## src/hw/rtl/lsd_pkg.sv

```systemverilog
`default_nettype none
// ----------------------------------------------------------------------------
// lsd_pkg: shared types and constants of the load step detector
// Holds the command, register index and power mode codes and the structs
// that travel between the step decision and the top level.
// ----------------------------------------------------------------------------
package lsd_pkg;

  // Sample and configuration register width.
  localparam int SampleWidth = 16;

  // Command codes of an input item.
  localparam logic CMD_READING = 1'b0;
  localparam logic CMD_LIGHT   = 1'b1;

  // Configuration register indexes.
  localparam int CfgIndexWidth = 3;
  localparam logic [CfgIndexWidth-1:0] REG_STEP_THRESHOLD = 3'd0;
  localparam logic [CfgIndexWidth-1:0] REG_POWER_IDLE     = 3'd1;
  localparam logic [CfgIndexWidth-1:0] REG_POWER_LIGHT    = 3'd2;
  localparam logic [CfgIndexWidth-1:0] REG_POWER_LOAD     = 3'd3;
  localparam logic [CfgIndexWidth-1:0] REG_POWER_BOTH     = 3'd4;

  // Reset value of the step threshold in milliamps.
  localparam logic [SampleWidth-1:0] STEP_THRESHOLD_RESET = 16'd500;

  // Power mode codes: bit 0 is the light, bit 1 the load.
  localparam logic [1:0] MODE_IDLE  = 2'd0;
  localparam logic [1:0] MODE_LIGHT = 2'd1;
  localparam logic [1:0] MODE_LOAD  = 2'd2;
  localparam logic [1:0] MODE_BOTH  = 2'd3;

  // One accepted item as seen by the step decision.
  typedef struct packed {
    logic fire;
    logic is_light;
    logic light_is_on;
  } lsd_event_t;

  // Flag values after the current item.
  typedef struct packed {
    logic load;
    logic light;
  } lsd_flags_t;

endpackage
`default_nettype wire

```

## src/hw/rtl/load_step_detector.sv

```systemverilog
`default_nettype none
// ----------------------------------------------------------------------------
// load_step_detector: current step detector combined with a light state
// Turns current readings and light events into one of four power modes.
// ----------------------------------------------------------------------------
// Every input item gives exactly one result item, registered in the cycle
// after it is accepted, and a new item can be accepted in every cycle while
// the output does not stall, so throughput is one item per clock. The
// history line keeps running sums of both windows, so each reading costs one
// add and one subtract per window, two constant multiplications and one
// signed compare, all combinational between the state registers and the
// result register. The input stalls only while a result is held by a stalled
// output. The threshold is scaled by both window counts on a write, so writing
// it has no effect on throughput. There is no clearing pass after reset.
// ----------------------------------------------------------------------------
module load_step_detector
  import lsd_pkg::*;
#(
  parameter int RECENT_COUNT  = 8,
  parameter int HISTORY_DEPTH = 64
) (
  input  wire logic                     clk,
  input  wire logic                     rst,
  // Configuration write port
  input  wire logic                     cfg_write,
  input  wire logic [CfgIndexWidth-1:0] cfg_index,
  input  wire logic [SampleWidth-1:0]   cfg_data,
  // Input channel
  input  wire logic                     in_valid,
  output logic                          in_stall,
  input  wire logic                     cmd,
  input  wire logic [SampleWidth-1:0]   current_ma,
  input  wire logic                     light_is_on,
  // Output channel
  output logic                          out_valid,
  input  wire logic                     out_stall,
  output logic      [1:0]               power_mode,
  output logic      [SampleWidth-1:0]   power_value,
  output logic                          load_on
);

  localparam int RCNT = (RECENT_COUNT < HISTORY_DEPTH) ? RECENT_COUNT : HISTORY_DEPTH;
  localparam int OCNT = (HISTORY_DEPTH - RCNT - 1 > 0) ? HISTORY_DEPTH - RCNT - 1 : 0;
  localparam int ODEN = (OCNT > 0) ? OCNT : 1;
  localparam int RW   = SampleWidth + $clog2(RCNT + 1);
  localparam int OW   = SampleWidth + $clog2(OCNT + 1);
  localparam int LW   = SampleWidth + $clog2(RCNT + 1) + $clog2(ODEN + 1);
  localparam int SCALE = RCNT * ODEN;
  localparam logic [LW-1:0] SCALE_W = LW'(SCALE);

  logic                   accept;
  logic [LW-1:0]          limit;
  logic [SampleWidth-1:0] power_cfg [4];
  logic [RW-1:0]          recent_sum_next;
  logic [OW-1:0]          older_sum_next;
  lsd_event_t             ev;
  lsd_flags_t             flags_next;
  logic [1:0]             mode_next;
  logic [SampleWidth-1:0] value_next;

  // The input moves whenever the result register is empty or being emptied.
  assign in_stall = out_valid && out_stall;
  assign accept   = in_valid && !in_stall;

  // Configuration registers; the threshold is kept pre-scaled.
  always_ff @(posedge clk) begin
    if (rst) begin
      limit <= LW'(STEP_THRESHOLD_RESET) * SCALE_W;
      for (int k = 0; k < 4; k++) begin
        power_cfg[k] <= '0;
      end
    end else if (cfg_write) begin
      case (cfg_index)
        REG_STEP_THRESHOLD: limit <= LW'(cfg_data) * SCALE_W;
        REG_POWER_IDLE:     power_cfg[0] <= cfg_data;
        REG_POWER_LIGHT:    power_cfg[1] <= cfg_data;
        REG_POWER_LOAD:     power_cfg[2] <= cfg_data;
        REG_POWER_BOTH:     power_cfg[3] <= cfg_data;
        default: ;
      endcase
    end
  end

  lsd_history #(
    .RECENT_COUNT  (RECENT_COUNT),
    .HISTORY_DEPTH (HISTORY_DEPTH),
    .RCNT          (RCNT),
    .OCNT          (OCNT),
    .RW            (RW),
    .OW            (OW)
  ) u_history (
    .clk             (clk),
    .rst             (rst),
    .shift           (accept && (cmd == CMD_READING)),
    .sample          (current_ma),
    .recent_sum_next (recent_sum_next),
    .older_sum_next  (older_sum_next)
  );

  always_comb begin
    ev.fire        = accept;
    ev.is_light    = (cmd == CMD_LIGHT);
    ev.light_is_on = light_is_on;
  end

  lsd_decide #(
    .RCNT (RCNT),
    .ODEN (ODEN),
    .RW   (RW),
    .OW   (OW),
    .LW   (LW)
  ) u_decide (
    .clk        (clk),
    .rst        (rst),
    .ev         (ev),
    .recent_sum (recent_sum_next),
    .older_sum  (older_sum_next),
    .limit      (limit),
    .flags_next (flags_next)
  );

  // Mode and its configured power value.
  always_comb begin
    mode_next = {flags_next.load, flags_next.light};
    case (mode_next)
      MODE_IDLE:  value_next = power_cfg[0];
      MODE_LIGHT: value_next = power_cfg[1];
      MODE_LOAD:  value_next = power_cfg[2];
      MODE_BOTH:  value_next = power_cfg[3];
      default:    value_next = power_cfg[0];
    endcase
  end

  // Result register.
  always_ff @(posedge clk) begin
    if (rst) begin
      out_valid <= 1'b0;
    end else if (accept) begin
      out_valid <= 1'b1;
    end else if (!out_stall) begin
      out_valid <= 1'b0;
    end
  end

  always_ff @(posedge clk) begin
    if (accept) begin
      power_mode  <= mode_next;
      power_value <= value_next;
      load_on     <= flags_next.load;
    end
  end

endmodule
`default_nettype wire

```

## src/hw/rtl/lsd_history.sv

```systemverilog
`default_nettype none
// ----------------------------------------------------------------------------
// lsd_history: sample history line with running window sums
// Shifts each current reading into the newest end of the line and keeps the
// sums of the recent window and of the older window up to date.
// ----------------------------------------------------------------------------
module lsd_history
  import lsd_pkg::*;
#(
  parameter int RECENT_COUNT  = 8,
  parameter int HISTORY_DEPTH = 64,
  parameter int RCNT = (RECENT_COUNT < HISTORY_DEPTH) ? RECENT_COUNT : HISTORY_DEPTH,
  parameter int OCNT = (HISTORY_DEPTH - RCNT - 1 > 0) ? HISTORY_DEPTH - RCNT - 1 : 0,
  parameter int RW   = SampleWidth + $clog2(RCNT + 1),
  parameter int OW   = SampleWidth + $clog2(OCNT + 1)
) (
  input  wire logic                   clk,
  input  wire logic                   rst,
  input  wire logic                   shift,
  input  wire logic [SampleWidth-1:0] sample,
  output logic      [RW-1:0]          recent_sum_next,
  output logic      [OW-1:0]          older_sum_next
);

  logic [SampleWidth-1:0] history [HISTORY_DEPTH];
  logic [RW-1:0]          recent_sum;

  // History shift line, index 0 is the newest sample.
  always_ff @(posedge clk) begin
    if (rst) begin
      for (int k = 0; k < HISTORY_DEPTH; k++) begin
        history[k] <= '0;
      end
    end else if (shift) begin
      history[0] <= sample;
      for (int k = 1; k < HISTORY_DEPTH; k++) begin
        history[k] <= history[k-1];
      end
    end
  end

  // Recent window sum: the new sample enters, the last recent sample leaves.
  always_comb begin
    recent_sum_next = recent_sum;
    if (shift) begin
      recent_sum_next = recent_sum + RW'(sample) - RW'(history[RCNT-1]);
    end
  end

  always_ff @(posedge clk) begin
    if (rst) begin
      recent_sum <= '0;
    end else begin
      recent_sum <= recent_sum_next;
    end
  end

  // Older window sum: fed past the skipped sample, drained at the far end.
  generate
    if (OCNT > 0) begin : g_older
      logic [OW-1:0] older_sum;

      always_comb begin
        older_sum_next = older_sum;
        if (shift) begin
          older_sum_next = older_sum + OW'(history[RCNT])
                         - OW'(history[HISTORY_DEPTH-1]);
        end
      end

      always_ff @(posedge clk) begin
        if (rst) begin
          older_sum <= '0;
        end else begin
          older_sum <= older_sum_next;
        end
      end
    end else begin : g_no_older
      assign older_sum_next = '0;
    end
  endgenerate

endmodule
`default_nettype wire

```

## src/hw/rtl/lsd_decide.sv

```systemverilog
`default_nettype none
// ----------------------------------------------------------------------------
// lsd_decide: step decision with hysteresis
// Compares the scaled window means against the scaled threshold and holds
// the load and light flags.
// ----------------------------------------------------------------------------
module lsd_decide
  import lsd_pkg::*;
#(
  parameter int RCNT = 8,
  parameter int ODEN = 55,
  parameter int RW   = 20,
  parameter int OW   = 22,
  parameter int LW   = 32
) (
  input  wire logic       clk,
  input  wire logic       rst,
  input  wire lsd_event_t ev,
  input  wire logic [RW-1:0] recent_sum,
  input  wire logic [OW-1:0] older_sum,
  input  wire logic [LW-1:0] limit,
  output lsd_flags_t      flags_next
);

  localparam int RPW = RW + $clog2(ODEN + 1);
  localparam int OPW = OW + $clog2(RCNT + 1);
  localparam int MW0 = (RPW > OPW) ? RPW : OPW;
  localparam int MW  = (MW0 > LW) ? MW0 : LW;
  localparam int DW  = MW + 2;
  localparam logic [DW-1:0] ODEN_W = DW'(ODEN);
  localparam logic [DW-1:0] RCNT_W = DW'(RCNT);

  lsd_flags_t flags;

  logic        [DW-1:0] recent_prod;
  logic        [DW-1:0] older_prod;
  logic signed [DW-1:0] diff;
  logic signed [DW-1:0] lim;

  // Cross-multiplied mean difference; no rounding is involved.
  always_comb begin
    recent_prod = DW'(recent_sum) * ODEN_W;
    older_prod  = DW'(older_sum) * RCNT_W;
    diff        = $signed(recent_prod - older_prod);
    lim         = $signed(DW'(limit));
  end

  // Hysteresis: a rise past the limit sets the flag, a fall past it clears it.
  always_comb begin
    flags_next = flags;
    if (ev.fire) begin
      if (ev.is_light) begin
        flags_next.light = ev.light_is_on;
      end
      if (flags.load) begin
        if (diff < -lim) begin
          flags_next.load = 1'b0;
        end
      end else begin
        if (diff > lim) begin
          flags_next.load = 1'b1;
        end
      end
    end
  end

  always_ff @(posedge clk) begin
    if (rst) begin
      flags <= '0;
    end else begin
      flags <= flags_next;
    end
  end

endmodule
`default_nettype wire

```

## config.mk

```make
export PLATFORM = sky130hd
export DESIGN_NAME = load_step_detector
export DESIGN_NICKNAME = d
export VERILOG_FILES = /design/src/hw/rtl/lsd_pkg.sv /design/src/hw/rtl/load_step_detector.sv /design/src/hw/rtl/lsd_history.sv /design/src/hw/rtl/lsd_decide.sv
export SDC_FILE = /design/constraint.sdc
export NUM_CORES = 2
export LEC_CHECK = 0
export ABC_AREA = 1
export BUFFER_PORTS_ARGS = -buffer_cell sky130_fd_sc_hd__buf_2
export CORE_AREA = 2 2 394 357
export CTS_BUF_LIST = sky130_fd_sc_hd__clkbuf_8
export CTS_CLUSTER_SIZE = 10
export DETAILED_ROUTE_END_ITERATION = 8
export DIE_AREA = 0 0 396 359
export PLACE_DENSITY = 0.51
export RECOVER_POWER = 50
export SLEW_MARGIN = 30
export SYNTH_ARGS = -nofsm -noshare
export SYNTH_HDL_FRONTEND = slang
export SYNTH_SLANG_ARGS = --single-unit
```

## constraint.sdc

```tcl
create_clock -name clk -period 43.7 [get_ports clk]
set_input_delay 6.555 -clock clk [delete_from_list [all_inputs] [get_ports clk]]
set_output_delay 6.555 -clock clk [all_outputs]
set_load 0.02 [all_outputs]
```

### After elaboration in Yosys (flattened, before gate mapping)

Memory sizes are Yosys's and may differ from the RTL's.
Cells that the tools add are included.

* $mul: 2
* multiplexer cells: 99
* equality and inequality tests: 8
* reduce and logical (&&, ||, !) cells: 7
* bitwise logic cells: 69
* magnitude comparators: 2
* add/subtract/negate cells: 6

Operators with widths (number)
* 16-bit 2-to-1 mux: 68
* 1-bit OR: 68
* 16-bit case mux with 4 select lines: 1
* 28-bit by 26-bit greater-than comparator with 1-bit output: 1
* 28-bit < comparator: 1
* 25-bit negation with 28-bit output: 1
* 1-bit 2-to-1 mux: 27
* 26-bit by 25-bit subtractor with 27-bit output: 1
* 20-bit by 6-bit multiplier with 26-bit output, second input constant: 1
* 22-bit by 16-bit adder with 22-bit output: 1
* 16-bit by 6-bit multiplier with 22-bit output, second input constant: 1
* 22-bit 2-to-1 mux: 1
* 22-bit by 16-bit subtractor with 22-bit output: 1
* 20-bit by 16-bit adder with 20-bit output: 1
* 20-bit 2-to-1 mux: 1
* 20-bit by 16-bit subtractor with 20-bit output: 1
* 3-bit by 2-bit equality test with 1-bit output, second input constant: 2
* 2-bit equality test, second input constant: 2
* 3-bit by 1-bit equality test with 1-bit output, second input constant: 1
* 3-bit equality test, second input constant: 1
* 1-bit logical AND: 3
* 3-bit zero test: 1
* 2-bit by 1-bit equality test with 1-bit output, second input constant: 1
* 2-bit zero test: 1
* other kinds (5): 5

* RAM bits: 1088
* memories kept: 2
* bits in registers: 86

Memories
* u_history.history: depth 64, bits a word 16, read ports 64, clocked after Yosys merged registers in 0, write ports 64, RTL line lsd_history.sv:25 `logic [SampleWidth-1:0] history [HISTORY_DEPTH];`
* power_cfg: depth 4, bits a word 16, read ports 4, clocked after Yosys merged registers in 0, write ports 4, RTL line load_step_detector.sv:53 `logic [SampleWidth-1:0] power_cfg [4];`

### Logic depth before layout (Yosys ltp)

* depth in word-level cells: 13
* mapped depth: 58

### Hierarchy

Synthesis repeated with hierarchy kept, for this count alone.

* cells, all modules: 5567
* area total of the unflattened synthesis: 56544.2 um^2

By module, submodules not included
* lsd_history: seq. area each 31590.3 um^2, area an instance 44386.3 um^2, instances 1, cells an instance 4080
* load_step_detector: seq. area each 2922.8 um^2, area an instance 6545.0 um^2, instances 1, cells an instance 718
* lsd_decide: seq. area each 40.0 um^2, area an instance 5612.9 um^2, instances 1, cells an instance 769

### Least setup slack after synthesis

OpenSTA, ideal clock, no wires.

* path type: input-to-reg
* from: input out_stall
* to: memory u_history.history[0][0] (enable)
* stages on the path: 8
* arrival time: 24268 ps
* data required time: 36702 ps
* slack: 12434 ps
* buffers on the path: 1
* cells stage by stage: nand2_1 -> inv_1 -> nor2_1 -> inv_1 -> nor2_1 -> inv_2 -> clkbuf_1 -> nand2_1

RTL lines
* from (decl): RTL line load_step_detector.sv:36 `input wire logic out_stall,`
* to (decl): RTL line lsd_history.sv:25

==> flow_metrics.tcl <==
set metrics [dict create \
    finish.cell_count_without_fillers 7277 \
    ctsLongestPathBuffers 3 \
    finalInstanceArea_sq_um 60680 \
    die_height_um 359 \
    worstSetupEndpointType "flop" \
    cts_tree "built" \
    post_route_cells_drive_above_1_share_pct 6.669 \
    cp_common_cell "sky130_fd_sc_hd__clkbuf_1" \
    main_combinational_cell_family_by_area_after_synthesis "simple AND/OR/NAND/NOR gates" \
    synth_mux_area_share_pct 0.05463 \
    timing.max_cap.violations 18 \
    ff_latch_area_sq_um 34550 \
    cp_data_required_time_ns 44.13 \
    clock_latency_ns 0.89 \
    postRouteAntennaNets 0 \
    hold_bufs_inserted_after_cts 0 \
    timing.max_slew.rel_slack_pct -358.1 \
    number_of_top_level_pins 63 \
    wirelength_mm 98.40 \
    cts-buffers-inserted 196 \
    dpl_cell_area_sq_um 57330 \
    sequential_element_share_of_the_synthesized_area_pct 62.87 \
    path_class "in -> reg" \
    clk_root_buffer_cell "sky130_fd_sc_hd__clkbuf_8" \
    remaining_drc_errors 0 \
    post_synth.cell_area_avg_sq_um 10.70 \
    synth_xor_area_share_pct 1.052 \
    final_cell_mix "1496 x sky130_fd_sc_hd__inv_1, 1204 x sky130_fd_sc_hd__nor2_1, 1106 x sky130_fd_sc_hd__edfxtp_1" \
    num-fill-cells 13280 \
    startpoint_type "primary input" \
    grt_antenna_before_repair 1 \
    synth_simple_gate_area_share_pct 12.79 \
    unrepaired_setup_endpoints_after_global_routing "false" \
    drt-vias-per-instance 4.377 \
    report.final.slew_viol_count 1225 \
    failed_checks "capacitance limit, slew limit" \
    final_setup_tns_ns 0 \
    postCtsResizedCells 0 \
    initial_utilization_pct 39.71 \
    clock_skew_ns 0.05437 \
    timing.critical_path.slowest_cell_delay_ns 4.92 \
    synthesis.area_sq_um 54960 \
    critPathArrivalTime_ns 18.84 \
    drt_iter0_drc 2107 \
    gp_congestion 0.8435 \
    vias 31850 \
    p_per_area_nw_per_um2 67.08 \
    area_delta_synth_final_pct 10.41 \
    global_route_wire_length_before_repair_mm 163.6 \
    place_hpwl_mm 60.22 \
    timing.critical_path.cells "clkbuf_1 -> clkbuf_1 -> clkbuf_1 -> clkbuf_1 -> nor2_1" \
    synth.net_count 5508 \
    crit_slowest_cell "sky130_fd_sc_hd__clkbuf_1" \
    grt_max_degree 227 \
    number_of_library_cell_types_mapped_by_synthesis 59 \
    fmax_mhz 54.30 \
    synth_edf_count 1106 \
    final_hold_viol_count 0 \
    first_global_vias 31700 \
    dp_cells 6922 \
    tightestPinTransition_ns 6.871 \
    global_route.usage.total_pct 14.06 \
    firstDrtPassIters 7 \
    post_synth_top_flop "sky130_fd_sc_hd__edfxtp_1" \
    leakage_nw 26.64 \
    footprint_of_the_multi_input_gates_sq_um 14380 \
    clkTransAtPathRegs_ns 0.06 \
    fin_nets 5649 \
    run_status "finished, violations left" \
    crit_buf_inv 4 \
    worst_hold_path_class "reg -> reg" \
    timing.final.setup_violations 0 \
    synth_seq_cells 1173 \
    timing.critical_path.max_delay_family "buffers and inverters" \
    grt_overflow_total 0 \
    min_period_over_period_pct 42.14 \
    placement_rows 130 \
    synth_compound_area_share_pct 2.729 \
    routedWlPerCell_um 13.52 \
    fp.dieArea_sq_um 142200 \
    ir_drop_mv 0.07380 \
    postCtsSetupRepairBufs 0 \
    die_w_um 396 \
    coreArea_sq_um 138400 \
    maximum_fanout_encountered_on_the_critical_timing_path 154 \
    netlist_instances 5135 \
    finalCriticalPeriod_ns 18.42 \
    synth_adder_area_share_pct 9.502 \
    placement.io_buffers 62 \
    leading_cell_type_in_the_layout_fill_and_taps_excluded "sky130_fd_sc_hd__inv_1" \
    synth-async-reset-ratio_pct 0 \
    synth.yosys.warnings 0 \
    tritoncts_num_sinks 1173 \
    htreeDepth 4 \
]
## power by group
part,internal (mW),leakage (nW),switching [mW]
clock,0.432,2.06,0.450
sequential,1.33,12.2,0.0273
combinational,0.677,12.4,1.15
## cells by family (layout without fill, tap and decap cells)
kind of cell	after synthesis	in the layout
AO/OA/AOI/OAI	265	265
XOR/XNOR	66	66
adder cells (fa/ha/maj)	331	331
buffers and inverters	1586	1879
flip-flops	1173	1173
multiplexers	3	3
other	0	1
AND/OR/NAND/NOR	1711	1711
## registers in the layout, indices dropped and copies added, names as in the netlist
name,cells
power_value,16
power_cfg,64
out_valid,1
u_history.recent_sum,20
u_history.g_older.older_sum,22
u_history.history,1024
u_decide.flags,2
limit,22
power_mode,2
## stage by stage
step	utilization [%]	hold WS [ns]	power, mW	setup WS, ns
finish	43.84	0.4953	4.071	25.28
global route	43.84	0.5147	4.483	23.53
CTS	43.95	0.4919	4.133	29.14
detailed placement	41.42	0.4829	3.218	28.16
global placement	41.34	0.4644	3.199	28.28
floorplan	-	0.4673	2.875	12.43
## worst reg2reg max path: stages (launching register included)
cell,delay [ns]
sky130_fd_sc_hd__dfxtp_1,0.31
sky130_fd_sc_hd__nand2_1,0.08
sky130_fd_sc_hd__inv_1,0.06
sky130_fd_sc_hd__nor2_1,0.08
sky130_fd_sc_hd__clkbuf_1,0.93
sky130_fd_sc_hd__inv_1,0.39
sky130_fd_sc_hd__nor2_4,0.16
sky130_fd_sc_hd__clkbuf_1,1.64
sky130_fd_sc_hd__inv_1,1.39
sky130_fd_sc_hd__nand2_1,2.06
sky130_fd_sc_hd__clkbuf_1,3.61
sky130_fd_sc_hd__buf_6,0.94
sky130_fd_sc_hd__buf_6,0.68
## layer usage
layer	share of wire (%)	track usage [%]	vias to the layer above
met2	42	20.52	421
met3	3.9	2.914	179
met1	52	20.72	15050
li1	-	-	16200
met4	2.4	4.868	0
met5	0	0	-
## final timing paths
| path | to | depth (start not counted) | startpoint | slack (ns) |
|---|---|---|---|---|
| worst max-delay path | u_history.history[0][1013] | 5 | rst | 25.28 |
| worst min-delay path | out_valid | 2 | out_valid | 0.50 |
| worst max register to register | u_history.history[0][328] | 12 | out_valid | 30.94 |
| worst min register to register | out_valid | 2 | out_valid | 0.50 |
## cells in the mapped netlist, types with 15 or more instances
library cell | number | area [sq um]
sky130_fd_sc_hd__inv_1 | 1419 | 5326
sky130_fd_sc_hd__nor2_1 | 1205 | 4523
sky130_fd_sc_hd__edfxtp_1 | 1106 | 33210
sky130_fd_sc_hd__nand2_1 | 274 | 1028
sky130_fd_sc_hd__ha_1 | 187 | 2340
sky130_fd_sc_hd__fa_1 | 144 | 2883
sky130_fd_sc_hd__clkbuf_1 | 136 | 510.5
sky130_fd_sc_hd__a21oi_1 | 117 | 585.6
sky130_fd_sc_hd__nand3_1 | 84 | 420.4
sky130_fd_sc_hd__dfxtp_1 | 67 | 1341
sky130_fd_sc_hd__o21ai_0 | 67 | 335.3
sky130_fd_sc_hd__nand4_1 | 64 | 400.4
sky130_fd_sc_hd__xor2_1 | 43 | 376.6
sky130_fd_sc_hd__xnor2_1 | 23 | 201.4
sky130_fd_sc_hd__nand3_2 | 16 | 160.2
sky130_fd_sc_hd__o21ai_1 | 16 | 80.08
sky130_fd_sc_hd__o211ai_1 | 15 | 112.6
## final cells by class
type,instances,area share (%)
sequential,1173,56.94
multi-input combinational,2376,23.70
inverter,1433,8.864
clock buffer,198,4.491
tap,1848,3.810
clock inverter,152,1.287
timing repair buffer,96,0.9093
antenna,1,0.004124
Note: power is estimated with default switching activity, not from simulation.
